File: src/rtl/core/hixy_pkg.sv
`default_nettype none

package hixy_pkg;

   localparam int STEP_W  = 33;
   localparam int COORD_W = 17;
   localparam int ORDER_W = 5;

   // Base-4 digit of the zero-based step: which quadrant the sub-square lands in.
   typedef enum logic [1:0] {
      QUAD_TRANSPOSE = 2'd0,
      QUAD_UPPER     = 2'd1,
      QUAD_DIAGONAL  = 2'd2,
      QUAD_MIRROR    = 2'd3
   } hixy_quad_type;

   // Word carried from cell to cell.
   typedef struct packed {
      logic [STEP_W-1:0]  digits;   // remaining digits, current level in [1:0]
      logic [COORD_W-1:0] x;
      logic [COORD_W-1:0] y;
      logic               oor;      // out-of-range; coordinates ride along as zero
   } hixy_word_type;

endpackage

`default_nettype wire

File: src/rtl/core/hixy_cell.sv
`default_nettype none

module hixy_cell #(
   parameter int LEVEL = 0
) (
   input  wire logic                         clock,
   input  wire logic                         reset,
   input  wire logic [hixy_pkg::ORDER_W-1:0] order,
   input  wire logic                         in_valid,
   input  wire hixy_pkg::hixy_word_type      in_word,
   output logic                              in_ready,
   output logic                              out_valid,
   output hixy_pkg::hixy_word_type           out_word,
   input  wire logic                         out_ready
);
   import hixy_pkg::*;

   localparam logic [COORD_W-1:0] HALF  = COORD_W'(1) << LEVEL;
   localparam logic [COORD_W-1:0] WHOLE = COORD_W'(1) << (LEVEL + 1);
   localparam logic [COORD_W-1:0] ONE   = COORD_W'(1);

   logic          valid_ff;
   hixy_word_type word_ff;
   hixy_word_type word_in;
   logic          active;

   assign active   = (ORDER_W'(LEVEL) < order) && !in_word.oor;
   assign in_ready = !valid_ff || out_ready;

   always_comb begin
      word_in        = in_word;
      word_in.digits = in_word.digits >> 2;
      if (active) begin
         case (hixy_quad_type'(in_word.digits[1:0]))
            QUAD_TRANSPOSE: begin
               word_in.x = in_word.y;
               word_in.y = in_word.x;
            end
            QUAD_UPPER: begin
               word_in.y = in_word.y + HALF;
            end
            QUAD_DIAGONAL: begin
               word_in.x = in_word.x + HALF;
               word_in.y = in_word.y + HALF;
            end
            default: begin
               word_in.x = WHOLE - in_word.y + ONE;
               word_in.y = HALF - in_word.x + ONE;
            end
         endcase
      end
   end

   always_ff @(posedge clock) begin
      if (reset) begin
         valid_ff <= 1'b0;
      end else if (in_ready) begin
         valid_ff <= in_valid;
      end
   end

   always_ff @(posedge clock) begin
      if (in_ready && in_valid) begin
         word_ff <= word_in;
      end
   end

   assign out_valid = valid_ff;
   assign out_word  = word_ff;

endmodule

`default_nettype wire

File: src/rtl/core/hilbert_index_to_xy.sv
`default_nettype none

// Hilbert curve step-to-coordinate mapper. A request word carries a one-based
// step number; the response word gives the one-based (x, y) grid position of
// that step on a square of side 2^curve_order, or out_of_range with zero
// coordinates when the step is zero or beyond side squared. The order is
// written through the csr port (always ready) and is clamped into 1..MAX_ORDER
// on the write; change it only while no request is in flight. Throughput is one
// word per clock while responses are taken: an intake register followed by a
// chain of MAX_ORDER cells, one per quadrant level, each stage advancing
// independently, so a stalled response only holds the words queued behind it
// and bubbles are squeezed out. A response word is registered in the intake
// register and then once in each cell before it goes valid.
module hilbert_index_to_xy #(
   parameter int MAX_ORDER = 16
) (
   input  wire logic                         clock,
   input  wire logic                         reset,
   input  wire logic                         csr_valid,
   output logic                              csr_ready,
   input  wire logic [hixy_pkg::ORDER_W-1:0] csr_curve_order,
   input  wire logic                         req_valid,
   output logic                              req_ready,
   input  wire logic [hixy_pkg::STEP_W-1:0]  req_step_number,
   output logic                              rsp_valid,
   input  wire logic                         rsp_ready,
   output logic [hixy_pkg::COORD_W-1:0]      rsp_coord_x,
   output logic [hixy_pkg::COORD_W-1:0]      rsp_coord_y,
   output logic                              rsp_out_of_range
);
   import hixy_pkg::*;

   localparam logic [ORDER_W-1:0] TOP_ORDER = ORDER_W'(MAX_ORDER);

   // Clamped order; config writes are rare, so clamp once on the write.
   logic [ORDER_W-1:0] order_ff;
   logic [ORDER_W-1:0] order_in;

   assign csr_ready = 1'b1;

   always_comb begin
      order_in = csr_curve_order;
      if (csr_curve_order == '0) begin
         order_in = ORDER_W'(1);
      end else if (csr_curve_order > TOP_ORDER) begin
         order_in = TOP_ORDER;
      end
   end

   always_ff @(posedge clock) begin
      if (reset) begin
         order_ff <= ORDER_W'(1);
      end else if (csr_valid && csr_ready) begin
         order_ff <= order_in;
      end
   end

   // Intake: make the step zero-based and range-check it. A step is in range
   // when no bit at or above bit 2*order is set; zero is caught on its own since
   // its wrapped value is flagged by the shift only at orders up to 16.
   logic                      intake_valid_ff;
   hixy_word_type             intake_word_ff;
   hixy_word_type             intake_word_in;
   logic [STEP_W-1:0]         zero_based;
   logic [STEP_W-1:0]         high_digits;
   logic [ORDER_W:0]          shift_amt;
   logic                      step_oor;

   assign zero_based  = req_step_number - STEP_W'(1);
   assign shift_amt   = {order_ff, 1'b0};
   assign high_digits = zero_based >> shift_amt;
   assign step_oor    = (req_step_number == '0) || (high_digits != '0);

   always_comb begin
      intake_word_in.digits = zero_based;
      intake_word_in.oor    = step_oor;
      // Out-of-range words start at zero and pass through the cells untouched.
      intake_word_in.x      = step_oor ? '0 : COORD_W'(1);
      intake_word_in.y      = step_oor ? '0 : COORD_W'(1);
   end

   // Chain plumbing: slot 0 is the intake, slot MAX_ORDER the response.
   logic          chain_valid [MAX_ORDER+1];
   logic          chain_ready [MAX_ORDER+1];
   hixy_word_type chain_word  [MAX_ORDER+1];

   assign req_ready = !intake_valid_ff || chain_ready[0];

   always_ff @(posedge clock) begin
      if (reset) begin
         intake_valid_ff <= 1'b0;
      end else if (req_ready) begin
         intake_valid_ff <= req_valid;
      end
   end

   always_ff @(posedge clock) begin
      if (req_valid && req_ready) begin
         intake_word_ff <= intake_word_in;
      end
   end

   assign chain_valid[0] = intake_valid_ff;
   assign chain_word[0]  = intake_word_ff;

   // One cell per level, least significant digit first.
   for (genvar k = 0; k < MAX_ORDER; k++) begin : g_level
      hixy_cell #(
         .LEVEL (k)
      ) u_cell (
         .clock     (clock),
         .reset     (reset),
         .order     (order_ff),
         .in_valid  (chain_valid[k]),
         .in_word   (chain_word[k]),
         .in_ready  (chain_ready[k]),
         .out_valid (chain_valid[k+1]),
         .out_word  (chain_word[k+1]),
         .out_ready (chain_ready[k+1])
      );
   end

   assign chain_ready[MAX_ORDER] = rsp_ready;

   assign rsp_valid        = chain_valid[MAX_ORDER];
   assign rsp_coord_x      = chain_word[MAX_ORDER].x;
   assign rsp_coord_y      = chain_word[MAX_ORDER].y;
   assign rsp_out_of_range = chain_word[MAX_ORDER].oor;

   // An out-of-range word must leave with zero coordinates.
   a_oor_zero: assert property (@(posedge clock) disable iff (reset)
      rsp_valid && rsp_out_of_range |-> rsp_coord_x == '0 && rsp_coord_y == '0)
      else $error("out-of-range word with nonzero coordinates");

   // A zero step is always flagged at intake.
   a_zero_step: assert property (@(posedge clock) disable iff (reset)
      req_valid && req_ready && req_step_number == '0 |=> intake_word_ff.oor)
      else $error("zero step not flagged");

   // The stored order always lies in the supported range.
   a_order_range: assert property (@(posedge clock) disable iff (reset)
      order_ff != '0 && order_ff <= TOP_ORDER)
      else $error("curve order outside supported range");

   // Reset empties the chain end.
   a_reset_empty: assert property (@(posedge clock)
      reset |=> !rsp_valid)
      else $error("response valid after reset");

endmodule

`default_nettype wire

File: config.mk
export PLATFORM = sky130hd
export DESIGN_NAME = hilbert_index_to_xy
export DESIGN_NICKNAME = d
export VERILOG_FILES = /design/src/rtl/core/hixy_pkg.sv /design/src/rtl/core/hixy_cell.sv /design/src/rtl/core/hilbert_index_to_xy.sv
export SDC_FILE = /design/constraint.sdc
export NUM_CORES = 2
export LEC_CHECK = 0
export BUFFER_PORTS_ARGS = -buffer_cell sky130_fd_sc_hd__clkbuf_2
export CORE_AREA = 2 2 320 322
export CTS_BUF_LIST = sky130_fd_sc_hd__clkbuf_16
export CTS_CLUSTER_SIZE = 12
export DETAILED_ROUTE_END_ITERATION = 8
export DIE_AREA = 0 0 322 324
export GPL_TIMING_DRIVEN = 0
export SLEW_MARGIN = 40
export SYNTH_ARGS = -nofsm -noshare
export SYNTH_HDL_FRONTEND = slang
export SYNTH_SLANG_ARGS = --single-unit
File: constraint.sdc
create_clock -name clock -period 14.5 [get_ports clock]
set_clock_uncertainty 0.1 [all_clocks]
set_input_delay 2.175 -clock clock [delete_from_list [all_inputs] [get_ports clock]]
set_output_delay 2.175 -clock clock [all_outputs]
set_load 0.005 [all_outputs]
; Word-level counts from Yosys, hierarchy flattened
; Cells that the tools add are included.
[totals]
register_bits = 872
output_inout_bits = 38
elab_cells = 401
[op_classes]
add_sub_neg = 96
n_lt_le_gt_ge = 17
eq_ne = 32
shift = 1
mux = 51
n_reduce_logical = 120
[op_table]
columns = cell, n
row1 = one-hot mux 17 bit (3 select lines), 15
row2 = one-hot mux 17 bit (2 select lines), 17
row3 = adder 17 x 1 -> 17 bit (second input constant), 33
row4 = two-way mux 34 bit, 16
row5 = less-than comparator 4 x 5 -> 1 bit (first input constant), 8
row6 = adder 17 x 10 -> 17 bit (second input constant), 2
row7 = adder 17 x 11 -> 17 bit (second input constant), 2
row8 = adder 17 x 12 -> 17 bit (second input constant), 2
row9 = adder 17 x 13 -> 17 bit (second input constant), 2
row10 = adder 17 x 14 -> 17 bit (second input constant), 2
row11 = adder 17 x 15 -> 17 bit (second input constant), 2
row12 = adder 17 x 16 -> 17 bit (second input constant), 2
row13 = adder 17 x 2 -> 17 bit (second input constant), 2
row14 = adder 17 x 3 -> 17 bit (second input constant), 2
row15 = adder 17 x 4 -> 17 bit (second input constant), 2
row16 = adder 17 x 5 -> 17 bit (second input constant), 2
row17 = adder 17 x 6 -> 17 bit (second input constant), 2
row18 = adder 17 x 7 -> 17 bit (second input constant), 2
row19 = adder 17 x 8 -> 17 bit (second input constant), 2
row20 = adder 17 x 9 -> 17 bit (second input constant), 2
row21 = OR reduction 2 bit, 17
row22 = subtractor 10 x 17 -> 17 bit (first input constant), 2
row23 = subtractor 11 x 17 -> 17 bit (first input constant), 2
row24 = subtractor 12 x 17 -> 17 bit (first input constant), 2
row25 = 31 further kinds, 175

; Logic depth before layout (Yosys ltp)
[logic_depth]
ltp_word = 19
ltp_mapped = 13
depth_no_buf = 13

; Hierarchy
; From an unflattened synthesis, not the netlist that was laid out.
[hier_totals]
hier_cells = 6473
area_unflattened_um2 = 66257.3
[by_module_without_submodules]
columns = module, instances, cells_each, area_per_inst_um2, seq_area_each_um2
row1 = hixy_cell (g_level[0].u_cell), 1, 472, 4470.5, 2001.9
row2 = hixy_cell (g_level[1].u_cell), 1, 460, 4369.2, 2001.9
row3 = hixy_cell (g_level[3].u_cell), 1, 446, 4345.4, 2001.9
row4 = hixy_cell (g_level[2].u_cell), 1, 454, 4316.6, 2001.9
row5 = hixy_cell (g_level[4].u_cell), 1, 417, 4171.5, 2001.9
row6 = hixy_cell (g_level[5].u_cell), 1, 403, 4081.4, 2001.9
row7 = hixy_cell (g_level[6].u_cell), 1, 397, 4015.1, 2001.9
row8 = hixy_cell (g_level[8].u_cell), 1, 377, 3965.1, 2001.9
row9 = hixy_cell (g_level[7].u_cell), 1, 376, 3930.0, 2001.9
row10 = hixy_cell (g_level[9].u_cell), 1, 372, 3882.5, 2001.9
row11 = hixy_cell (g_level[10].u_cell), 1, 358, 3757.4, 2001.9
row12 = hixy_cell (g_level[11].u_cell), 1, 332, 3684.8, 2001.9
row13 = hixy_cell (g_level[12].u_cell), 1, 324, 3594.7, 2001.9
row14 = hixy_cell (g_level[13].u_cell), 1, 322, 3565.9, 2001.9
row15 = +3 rows, n/a, n/a, n/a, n/a

; Least setup slack after synthesis
; Ideal clock, no wire load.
[synth_timing]
kind = input to register
startpoint = in rsp_ready
endpoint = reg g_level[6].u_cell.word_ff (netlist bit g_level[6].u_cell.out_word[0]), enable pin
setup_ns = 0.545
t_arrival_ns = 6.763
path_slack_ns = 7.092
path_stages = 6
n_path_buf = 0
cell_sequence = nor2b_1 > and3_1 > and3_1 > nand3_1 > nor2_1 > a21boi_0
[synth_via]
elab_chain_cells = 11
[synth_lines]
columns = item, line
row1 = from (decl), hilbert_index_to_xy.sv:26  ; input wire logic rsp_ready,
row2 = logical OR 1 bit (10 in series), hixy_cell.sv:28  ; assign in_ready = !valid_ff || out_ready;
row3 = logical AND 1 bit, hixy_cell.sv:63  ; if (in_ready && in_valid) begin
row4 = to (signal assigned), hixy_cell.sv:64  ; word_ff <= word_in;
row5 = to (decl), hixy_cell.sv:23  ; hixy_word_type word_ff;
; Every way passes these cells.
; A chain may end at the register's enable or synchronous reset.

; Worst setup path in the final report
[layout_timing]
startpoint = in rsp_ready
endpoint = out req_ready
[layout_via]
elab_chain_cells = 17
[layout_lines]
columns = item, line
row1 = logical OR 1 bit (16 in series), hixy_cell.sv:28
row2 = logical OR 1 bit, hilbert_index_to_xy.sv:87  ; assign req_ready = !intake_valid_ff || chain_ready[0];
row3 = to (decl), hilbert_index_to_xy.sv:23  ; output logic req_ready,
; Every way passes these cells.

==> impl_results.md <==
- Status: finished, final reports clean
- Main synth FF type: edfxtp_1
- Die height: roughly 320 µm
- Chip Width: 322 µm
- Vias: 35510
- Post-CTS Setup Inserts: 0
- Half-perimeter wire length after placement: slightly below 90000 µm
- Congestion Overflow GR: 0
- Number of flops mapped to enable cells by yosys: ~730
- Worst min path class: flip-flop to flip-flop
- Leakage power: ~0.018 µW
- Unrepaired setup endpoints after global routing: false
- CP top delay family: simple AND/OR/NAND/NOR gates
- H-tree Lvls: 3
- Post-synthesis register bit count: around 750
- Max frequency: 131.2 MHz
- Worst-Margin Slew: between 0.8 and 0.9 ns
- Nets: approximately 5000
- Slowest cell delay on critical path: 0.60 ns
- ANT cells: 0
- Pin count of the biggest net entering global routing: between 40 and 50
- IO Port Bufs: 77
- CTS Root Cell: clkbuf_16
- Clock Latency Late Sink: 0.67 ns
- Drt wl/cell: a little under 20 µm
- # resized after CTS: 0
- Die footprint: approximately 0.10 mm²
- Area taken by flip-flops and latches: around 0.022 mm²
- VDD IR max: roughly 77 µV
- Area Growth Syn to Fin: 12.32%
- Critical Path AT: 5.35 ns
- Mapped Cells: ~4500
- Mapped Nets: ~4700
- Avg Cell Area, Syn: 9.824 µm²
- Multi-input gate area: between 0.015 and 0.02 mm²
- Row cnt: between 100 and 150
- Endpoints failing setup: 0
- Finished Layout Cells: roughly 6000
- First-pass iteration count of the detailed router: 6
- Placed insts: 5899
- Sequential cell area fraction in the yosys report: 0.5097
- Async set-reset flop share out of synthesis: 0
- Setup TNS: 0 ns
- Cts bufs inserted: between 80 and 90
- Buf/Inv on CP: 2
- DR vias/cell: between 5 and 6
- Overall Global Routing Usage: 0.2244
- Setup crit end kind: primary output
- Final Total Pwr: between 4000 and 5000 µW
- First-pass GRT wire length: 187400 µm
- Relative slew slack: 0.4388
- Critical-path cell list: clkbuf_2 > nor2b_1 > and3_1 > and3_1 > nand2_1 > nor3_2 > nand3_1 > nor2_1 > nand3_1 > clkbuf_2
- Synth cell types: 88
- Antenna Nets Post-Route: 0
- Nature of the critical path startpoint: input port
- CTS Hold Bufs: 0
- Crit share post-route: 0.5255
- Placeable Area: between 0.1 and 0.15 mm²
- YS warnings: 0
- Pwr/cell area: 93.07 mW/mm²
- DRT iter0 DRCs: 3796
- DRC: 0
- Final hold vios: 0
- Final min period: roughly 7.6 ns
- Placer Congestion: 0.9181
- CP Data Required Time: 12.23 ns
- Initial antenna violation count: 0
- Crit Path Max Fanout: 6
- Finished Core Util: 0.4892
- Max Cap Viol: 0
- Initial Util: 0.4355
- CTS tree: yes
- Vias in the first global route: around 33000
- Worst path slowest cell: nor3_2
- Clock buffer depth: 3
- Kind of critical path: input port to primary output
- Clk pin slew, worst setup/hold paths: about 0.05 ns
- Synthesized area: 0.04399 mm²
- Clock Sink Count: 754
- Final max-slew violation count: 0
- Fillers: around 9400
- Io pins: between 80 and 90
- Layout cell share with drive strength beyond 1: 0.07134
- Routed wire length: about 120000 µm
## cells in the mapped netlist (72+ instances only)
master / n / area share
nor2_1: 329 / 0.028
and3_1: 72 / 0.010
clkbuf_1: 249 / 0.021
ha_1: 150 / 0.043
o21ai_0: 510 / 0.058
or3_1: 89 / 0.013
xnor2_1: 98 / 0.020
nand3_1: 100 / 0.011
edfxtp_1: 732 / 0.50
a21o_1: 72 / 0.012
nand2_1: 532 / 0.045
inv_1: 187 / 0.016
a21oi_1: 301 / 0.034
nor3_1: 112 / 0.013
xor2_1: 170 / 0.034
## sequential cells by signal, summed over array words and instances, names as in the netlist
signal	count
order_ff	5
chain_word	34
g_level.u_cell.out_valid	16
g_level.u_cell.out_word	698
intake_valid_ff	1
## layout by cell type (no fill, tap or decap), drive strengths merged, types with 10 or more instances in the layout
| master | count |
|---|---|
| edfxtp | 732 |
| nand2 | 532 |
| o21ai | 523 |
| clkbuf | 416 |
| nor2 | 331 |
| a21oi | 301 |
| inv | 207 |
| xor2 | 170 |
| ha | 150 |
| nor3 | 113 |
| nand3 | 102 |
| xnor2 | 99 |
| or3 | 89 |
| buf | 89 |
| and3 | 72 |
| a21o | 72 |
| a221oi | 69 |
| a31oi | 64 |
| clkinv | 42 |
| a22o | 41 |
| a211oi | 38 |
| nand2b | 36 |
| nor2b | 36 |
| o31ai | 33 |
| a22oi | 31 |
| nor4 | 25 |
| mux2i | 23 |
| a32oi | 22 |
| dfxtp | 22 |
| or2 | 21 |
| o221ai | 20 |
| or4 | 18 |
| nand3b | 16 |
| nand4 | 14 |
| nor3b | 14 |
| a32o | 14 |
| o22ai | 13 |
| o21a | 11 |
| a21boi | 11 |
| o41ai | 10 |
## layout make-up
class	instances	share of cell area
flip-flops and latches	754	0.4538
multi-input cells	3227	0.3995
clock buffers	89	0.04507
well taps	1309	0.03315
plain buffers	304	0.02606
repair buffers	112	0.01922
inverters	193	0.01466
clock inverters	59	0.008584
## worst paths after layout
check                                                 start                                   endpoint  slack (ns)  cells past startpoint
setup / recovery                                  rsp_ready                                  req_ready        6.88                     10
setup reg to reg  g_level[15].u_cell.out_valid$_SDFFE_PP0P_                 chain_word[1132]$_DFFE_PP_       10.50                      9
hold / removal     g_level[9].u_cell.out_word[40]$_DFFE_PP_  g_level[10].u_cell.out_word[38]$_DFFE_PP_        0.31                      0
hold reg to reg    g_level[9].u_cell.out_word[40]$_DFFE_PP_  g_level[10].u_cell.out_word[38]$_DFFE_PP_        0.31                      0
## per-stage QoR
step / setup slack (ns) / hold WS, ns / area [µm²]
finish: 6.880 / 0.3127 / 49410
global route: 6.574 / 0.3143 / 49410
CTS: 6.870 / 0.3154 / 49400
floorplan: 7.092 / 0.3003 / 43990
global placement: 5.051 / 0.3014 / 46010
detailed placement: 6.920 / 0.3045 / 46750
## where the power goes
| group | internal (µW) | switching [µW] |
|---|---|---|
| sequential | 2390 | 10.0 |
| clock | 1150 | 875 |
| combinational | 56.7 | 119 |
## metal layers
metal / track usage / vias up / share of wire
met1: 0.3217 / 17180 / 0.45
met5: 0 / - / 0
met2: 0.3589 / 1285 / 0.47
met4: 0.06147 / 0 / 0.021
met3: 0.02772 / 184 / 0.061
li1: - / 16850 / -
## cell families (layout without fill, tap and decap cells)
family	after synthesis	count (layout)	synth area share
AOI/OAI and AO/OA	1339	1339	0.1878
xor gates and xnor gates	269	269	0.05373
adders and majority gates	150	150	0.04266
buffers and inverters	497	757	0.04574
DFF	754	754	0.5097
muxes	31	31	0.008049
other	1	1	0.00008525
and+or+nand+nor	1437	1437	0.1522
Power figures use the tool's default switching activity.
